`src/rtl/aes128_ctr_stream_cipher_defines.svh`:
```
// Assertion macros used by the AES-128 CTR stream cipher controller.
`ifndef AES128_CTR_STREAM_CIPHER_DEFINES_SVH
`define AES128_CTR_STREAM_CIPHER_DEFINES_SVH
// Implication checked on every rising clock edge outside reset.
`define ACS_ASSERT_IMP(lbl, clk, rst_n, ante, cons, msg) \
  lbl: assert property (@(posedge clk) disable iff (!rst_n) (ante) |-> (cons)) \
    else $error(msg);
// Implication whose consequent is checked in the cycle after the antecedent.
`define ACS_ASSERT_NEXT(lbl, clk, rst_n, ante, cons, msg) \
  lbl: assert property (@(posedge clk) disable iff (!rst_n) (ante) |=> (cons)) \
    else $error(msg);
`endif

```
`src/rtl/acs_pkg.sv`:
```
// Package with the AES S-box table, a GF(2^8) helper function and shared types for the CTR cipher.
`default_nettype none
package acs_pkg;

  localparam int unsigned KeyW   = 128;
  localparam int unsigned CfgW   = 64;
  localparam int unsigned CfgIdxW = 3;
  localparam int unsigned NumRounds = 10;

  localparam logic [CfgIdxW-1:0] RegMode   = 3'd0;
  localparam logic [CfgIdxW-1:0] RegKeyHi  = 3'd1;
  localparam logic [CfgIdxW-1:0] RegKeyLo  = 3'd2;
  localparam logic [CfgIdxW-1:0] RegIvHi   = 3'd3;
  localparam logic [CfgIdxW-1:0] RegIvLo   = 3'd4;

  typedef struct packed {
    logic load_ctr;
    logic start;
    logic round;
    logic finish;
    logic load_out;
  } acs_cmd_t;

  typedef struct packed {
    logic last_round;
  } acs_sts_t;

  localparam logic [7:0] SBOX [256] = '{
    8'h63,8'h7C,8'h77,8'h7B,8'hF2,8'h6B,8'h6F,8'hC5,8'h30,8'h01,8'h67,8'h2B,8'hFE,8'hD7,8'hAB,8'h76,
    8'hCA,8'h82,8'hC9,8'h7D,8'hFA,8'h59,8'h47,8'hF0,8'hAD,8'hD4,8'hA2,8'hAF,8'h9C,8'hA4,8'h72,8'hC0,
    8'hB7,8'hFD,8'h93,8'h26,8'h36,8'h3F,8'hF7,8'hCC,8'h34,8'hA5,8'hE5,8'hF1,8'h71,8'hD8,8'h31,8'h15,
    8'h04,8'hC7,8'h23,8'hC3,8'h18,8'h96,8'h05,8'h9A,8'h07,8'h12,8'h80,8'hE2,8'hEB,8'h27,8'hB2,8'h75,
    8'h09,8'h83,8'h2C,8'h1A,8'h1B,8'h6E,8'h5A,8'hA0,8'h52,8'h3B,8'hD6,8'hB3,8'h29,8'hE3,8'h2F,8'h84,
    8'h53,8'hD1,8'h00,8'hED,8'h20,8'hFC,8'hB1,8'h5B,8'h6A,8'hCB,8'hBE,8'h39,8'h4A,8'h4C,8'h58,8'hCF,
    8'hD0,8'hEF,8'hAA,8'hFB,8'h43,8'h4D,8'h33,8'h85,8'h45,8'hF9,8'h02,8'h7F,8'h50,8'h3C,8'h9F,8'hA8,
    8'h51,8'hA3,8'h40,8'h8F,8'h92,8'h9D,8'h38,8'hF5,8'hBC,8'hB6,8'hDA,8'h21,8'h10,8'hFF,8'hF3,8'hD2,
    8'hCD,8'h0C,8'h13,8'hEC,8'h5F,8'h97,8'h44,8'h17,8'hC4,8'hA7,8'h7E,8'h3D,8'h64,8'h5D,8'h19,8'h73,
    8'h60,8'h81,8'h4F,8'hDC,8'h22,8'h2A,8'h90,8'h88,8'h46,8'hEE,8'hB8,8'h14,8'hDE,8'h5E,8'h0B,8'hDB,
    8'hE0,8'h32,8'h3A,8'h0A,8'h49,8'h06,8'h24,8'h5C,8'hC2,8'hD3,8'hAC,8'h62,8'h91,8'h95,8'hE4,8'h79,
    8'hE7,8'hC8,8'h37,8'h6D,8'h8D,8'hD5,8'h4E,8'hA9,8'h6C,8'h56,8'hF4,8'hEA,8'h65,8'h7A,8'hAE,8'h08,
    8'hBA,8'h78,8'h25,8'h2E,8'h1C,8'hA6,8'hB4,8'hC6,8'hE8,8'hDD,8'h74,8'h1F,8'h4B,8'hBD,8'h8B,8'h8A,
    8'h70,8'h3E,8'hB5,8'h66,8'h48,8'h03,8'hF6,8'h0E,8'h61,8'h35,8'h57,8'hB9,8'h86,8'hC1,8'h1D,8'h9E,
    8'hE1,8'hF8,8'h98,8'h11,8'h69,8'hD9,8'h8E,8'h94,8'h9B,8'h1E,8'h87,8'hE9,8'hCE,8'h55,8'h28,8'hDF,
    8'h8C,8'hA1,8'h89,8'h0D,8'hBF,8'hE6,8'h42,8'h68,8'h41,8'h99,8'h2D,8'h0F,8'hB0,8'h54,8'hBB,8'h16
  };

  // Doubling in GF(2^8) modulo the AES polynomial 0x11B.
  function automatic logic [7:0] gf_double(input logic [7:0] x);
    gf_double = {x[6:0], 1'b0} ^ (x[7] ? 8'h1B : 8'h00);
  endfunction

endpackage
`default_nettype wire

```
`src/rtl/acs_ctrl.sv`:
```
// Controller state machine that sequences block encryptions and the byte stream.
`default_nettype none
`include "aes128_ctr_stream_cipher_defines.svh"
module acs_ctrl
  import acs_pkg::*;
(
  input  wire logic     clk_i,
  input  wire logic     rst_ni,
  input  wire logic     cfg_write_i,
  input  wire logic     in_fire_i,
  input  wire logic     out_fire_i,
  input  wire acs_sts_t sts_i,
  output acs_cmd_t      cmd_o,
  output logic          in_ready_o,
  output logic          out_valid_o,
  output logic [3:0]    byte_sel_o
);

  typedef enum logic [1:0] {
    StIdle,
    StCrypt,
    StOut
  } state_e;

  state_e     state_q, state_d;
  logic [4:0] pos_q, pos_d;
  logic       ovld_q, ovld_d;

  always_comb begin
    state_d = state_q;
    pos_d   = pos_q;
    ovld_d  = ovld_q;
    cmd_o   = '0;
    if (out_fire_i) begin
      ovld_d = 1'b0;
    end
    unique case (state_q)
      StIdle: begin
        if (in_fire_i) begin
          if (pos_q[4]) begin
            cmd_o.start = 1'b1;
            state_d = StCrypt;
          end else begin
            state_d = StOut;
          end
        end
      end
      StCrypt: begin
        cmd_o.round = 1'b1;
        if (sts_i.last_round) begin
          cmd_o.finish = 1'b1;
          pos_d = 5'd0;
          state_d = StOut;
        end
      end
      StOut: begin
        if (!ovld_q || out_fire_i) begin
          cmd_o.load_out = 1'b1;
          ovld_d = 1'b1;
          pos_d = pos_q + 5'd1;
          state_d = StIdle;
        end
      end
      default: state_d = StIdle;
    endcase
    if (cfg_write_i) begin
      cmd_o.load_ctr = 1'b1;
      pos_d = 5'd16;
    end
  end

  always_ff @(posedge clk_i or negedge rst_ni) begin
    if (!rst_ni) begin
      state_q <= StIdle;
      pos_q   <= 5'd16;
      ovld_q  <= 1'b0;
    end else begin
      state_q <= state_d;
      pos_q   <= pos_d;
      ovld_q  <= ovld_d;
    end
  end

  assign in_ready_o  = (state_q == StIdle);
  assign out_valid_o = ovld_q;
  assign byte_sel_o  = pos_q[3:0];

  `ACS_ASSERT_IMP(a_pos_range, clk_i, rst_ni, 1'b1, pos_q <= 5'd16, "byte position too large")
  `ACS_ASSERT_IMP(a_start_empty, clk_i, rst_ni, cmd_o.start, pos_q == 5'd16,
                  "block started with keystream left")
  `ACS_ASSERT_NEXT(a_finish_out, clk_i, rst_ni, cmd_o.finish && !cfg_write_i,
                   state_q == StOut && pos_q == 5'd0, "finish did not reset position")

endmodule
`default_nettype wire

```
`config.mk`:
```
export PLATFORM = sky130hd
export DESIGN_NAME = acs_ctrl
export DESIGN_NICKNAME = d
export VERILOG_FILES = /design/src/rtl/acs_pkg.sv /design/src/rtl/acs_ctrl.sv
export VERILOG_INCLUDE_DIRS = /design/src /design/src/rtl
export SDC_FILE = /design/constraint.sdc
export NUM_CORES = 1
export LEC_CHECK = 0
export BUFFER_PORTS_ARGS = -buffer_cell sky130_fd_sc_hd__clkbuf_2
export CAP_MARGIN = 20
export CORE_AREA = 5 5 42 44
export CTS_BUF_LIST = sky130_fd_sc_hd__clkbuf_2 sky130_fd_sc_hd__clkbuf_4 sky130_fd_sc_hd__clkbuf_8
export DETAILED_ROUTE_END_ITERATION = 8
export DIE_AREA = 0 0 47 49
export PLACE_DENSITY = 0.67
export SLEW_MARGIN = 0
export SYNTH_ARGS = -nofsm -noshare
export SYNTH_HDL_FRONTEND = slang
export SYNTH_SLANG_ARGS = --single-unit
```
`constraint.sdc`:
```
create_clock -name clk_i -period 2 [get_ports clk_i]
set_input_delay 0.3 -clock clk_i [delete_from_list [all_inputs] [get_ports clk_i]]
set_output_delay 0.3 -clock clk_i [all_outputs]
set_load 0.01 [all_outputs]
```
# Word level (Yosys, flattened, before mapping)
# Index checks and enable logic that the tools add are counted.
# op_classes
n_addsub	1
muxes	20
n_reduce_logical	6
n_eq_ne	7
# ops
op	count
$mux W5	3
$mux W1	10
$mux W2	5
$pmux W5 S2	1
$ne A2 B2 Y1 const B	3
$ne A3 B3 Y1 const B	2
$pmux W2 S3	1
$reduce_and A3 Y1	2
$add A5 B1 Y5 const B	1
$reduce_bool A3 Y1	1
$eq A2 B1 Y1 const B	1
$eq A2 B2 Y1 const B	1
$logic_not A2 Y1	1
$logic_not A1 Y1	1
$logic_or A1 B1 Y1	1
# word_totals
output_inout_bits	11
elab_cells	37
reg_bits	8
inputBits	6

# Longest topological paths before layout
# depth
word_depth	5
mapped_depth	5
ltp_nobuf	4

# Least setup slack after synthesis
# OpenSTA, ideal clock, no wires.
# synth_timing
path_type	flip-flop to flip-flop
start	reg ovld_q (netlist: out_valid_o)
end	reg pos_q[2]
path_stages_with_launch	5
path_slack_ns	0.600
required_time_ns	1.918
period_less_slack_ns	1.400
t_arrival_ns	1.318
setup_ns	0.082
n_path_buf	1
path_cell_list	dfrtp_1 > nor2b_1 > buf_6 > or4b_1 > a31oi_1
# synth_via
elab_chain_cells	4
# synth_rtl
element	line	rtl
start, declared	acs_ctrl.sv:27	logic ovld_q, ovld_d;
start signal, assigned	acs_ctrl.sv:80	ovld_q <= ovld_d;
$logic_not A1 Y1	acs_ctrl.sv:57	if (!ovld_q || out_fire_i) begin
$logic_or A1 B1 Y1	acs_ctrl.sv:57	
$ne A3 B3 Y1 (no line)	-	
$reduce_and A3 Y1 (no line)	-	
end signal, assigned	acs_ctrl.sv:79	pos_q <= pos_d;
end, declared	acs_ctrl.sv:26	logic [4:0] pos_q, pos_d;
# No other way between the ends.
# A chain may end at the register's enable or synchronous reset.

==> summary.txt <==
DR WL/cell: 12.3 um
layout net count: 74
CTS tree: built
cell family with most CP delay: simple AND/OR/NAND/NOR gates
HPWL after DPL: 759 um
CTS max path bufs: 2
CTS sink cnt: 8
Setup CP Type: reg -> out
number of cells on the critical path: 3
Post-Syn Nets: 60
FF/Latch Area: 201 um2
Post-DRT Antenna Nets: 0
RSZ-0062 raised after global routing: no
total power: 659 uW
status: complete, no violations
chip width: 47 um
Worst-Margin Slew: 0.654 ns
initial antenna violation count: 0
wirelength, routed: 1010 um
TritonRoute pass-1 iters: 3
clock latency on the worst-skew pair: 0.26 ns
# rows: 14
Setup TNS: 0 ns
I/O pin total: 17
Seq cells post-synth: 8
hold depth: 2
die area: 0.00230 mm2
Final min period: 1.73 ns
Buf/Inv on CP: 1
gr usage total: 0.104
Rel. slew slack: 0.563
startpoint types: flop
H-tree Lvls: 1
Die Ht: 49 um
global-route wire length before repair: 1760 um
worst hold margin: 0.283 ns
cell area after synthesis: 505 um2
root buffer cell: clkbuf_4
Initial DRC Count: 6
Final Hold Vio Count: 0
core area: 0.00140 mm2
Leakage: 0.000283 uW
final setup fails: 0
crit path max fanout: 11
worst vdd ir: 0.000639 V
Synth cell types: 28
Max Clk Rate: 0.578 GHz
Req. time, crit path: 1.70 ns
clock slew seen by the registers of the worst setup and hold paths: 0.07 ns
layout cells sized above 1: 0.348
Synth Instances: 53
Synth-to-Final Area Change: 15.6%
flop2flop setup slack: 0.50 ns
Worst Setup End Kind: primary output
hold buffers post-CTS: 1
critical path arrival: 1.43 ns
max incr delay on CP: 0.55 ns
sequence of cells on the critical path: nor2b_1 -> nor2_1 -> clkbuf_2
Hold/Removal Path Class: in -> reg
CTS Buf Count: 3
period utilization: 0.865
Power Density: 1130 mW/mm2
final worst slack: 0.271 ns
largest net degree at the start of global routing: 13
post-synthesis sequential area ratio: 0.399
grt ovf: 0
Ant. Diodes: 0
detailed-route DRC error count: 0
Slowest cell on crit path: nor2b_1
Setup WS pre-CTS: 0.510 ns
Routability Congestion: 0.699
area of the multi-input gates: 235 um2
setup bufs post-CTS: 0
Yosys warnings: 0
max_cap viols: 0
vias in the first global route: 382
Util after Layout: 0.417
IO buf count: 16
Worst Skew: 0.0126 ns
vias per cell: 5.22
Slew Limit Fails: 0
Initial Utilization: 0.361
Avg Inst Size Synth: 9.54 um2
Reg2Reg Depth: 3
via count: 428
# fillers: 149
# resized after CTS: 0
[worst register-to-register path, stage by stage (launching register included)]
cell and delay (ns):
dfrtp_1 0.38, nor2b_1 0.24, or4_1 0.53, a211oi_1 0.27
[metal layers]
metal,track usage,part of all wire
met1,0.137,0.47
met2,0.147,0.44
met3,0.0664,0.090
met4,0.0138,0
met5,0,0
[state kept, by name, summed over array words and instances (netlist names)]
| name | count |
|---|---|
| state_q | 2 |
| out_valid_o | 1 |
| pos_q | 5 |
[where the power goes]
group	switching (uW)	total [uW]	leakage, uW	internal (uW)
clock	62.5	153	0.0000184	90.2
combinational	135	246	0.000160	111
sequential	57.1	261	0.000105	203
total	255	659	0.000283	405
[synthesized netlist by cell type]
master | count | area (um2)
a211o_1 | 1 | 8.76
nand3_1 | 2 | 10.0
nor3_1 | 2 | 10.0
o21ai_0 | 1 | 5.00
ha_1 | 1 | 12.5
o31ai_1 | 1 | 7.51
nand2b_1 | 1 | 6.26
dfstp_2 | 1 | 26.3
nand2b_4 | 1 | 13.8
a22oi_1 | 1 | 7.51
buf_6 | 1 | 11.3
or4_1 | 2 | 15.0
mux2_2 | 1 | 11.3
o211ai_1 | 4 | 30.0
or4b_1 | 1 | 10.0
nand2_1 | 3 | 11.3
nand4b_1 | 1 | 8.76
inv_1 | 2 | 7.51
a211oi_1 | 1 | 7.51
a31oi_1 | 1 | 6.26
a21oi_1 | 2 | 10.0
or3b_1 | 1 | 8.76
buf_2 | 1 | 5.00
dfrtp_1 | 7 | 175
buf_4 | 6 | 45.0
nand3b_1 | 1 | 7.51
nor2_1 | 4 | 15.0
nor2b_1 | 2 | 12.5
[kinds of logic (layout without fill, tap and decap cells)]
| logic type | Yosys count | in the layout | synth area share |
|---|---|---|---|
| compound gates | 12 | 12 | 0.163 |
| buf+inv | 10 | 23 | 0.136 |
| simple gates | 21 | 21 | 0.255 |
| fa+ha+maj | 1 | 1 | 0.0247 |
| flops | 8 | 8 | 0.399 |
| mux | 1 | 1 | 0.0223 |
[cell usage in the layout, fill, tap and decap left out]
cell and count:
o31ai_1 1, dlygate4sd3_1 1, a211o_1 1, o211ai_1 4, nor2b_1 2, nor2_1 4, or3b_1 1, clkbuf_4 4
or4_1 2, nand3_1 2, nand2b_1 1, or4b_1 1, dfrtp_1 7, a21oi_1 2, nor3_1 2, nand2_1 3
a31oi_1 1, nand3b_1 1, a211oi_1 1, ha_1 1, mux2_2 1, nand4b_1 1, o21ai_0 1, a22oi_1 1
clkbuf_2 16, inv_1 2, dfstp_2 1, nand2b_4 1
[layout make-up]
type	instances	area share
Clock buffer	4	0.0514
Inverter	2	0.0128
Multi-Input combinational cell	35	0.403
Sequential cell	8	0.345
Tap cell	16	0.0343
Timing Repair Buffer	17	0.154
[metrics by stage]
| stage | std cells | cell area [um2] |
|---|---|---|
| after floorplan | 53 | 505 |
| after global placement | 77 | 544 |
| after detailed placement | 77 | 544 |
| after CTS | 82 | 584 |
| after global routing | 82 | 584 |
| final | 82 | 584 |
[worst paths after layout]
kind | from | to
hold reg to reg | pos_q[4] | pos_q[4]
min in group asynchronous | rst_ni | pos_q[1]
max in group asynchronous | rst_ni | pos_q[4]
setup reg to reg | out_valid_o | pos_q[3]
hold / removal | cfg_write_i | pos_q[0]
setup / recovery | out_valid_o | cmd_o[0]
No activity file was read; power rests on OpenSTA's default activity.
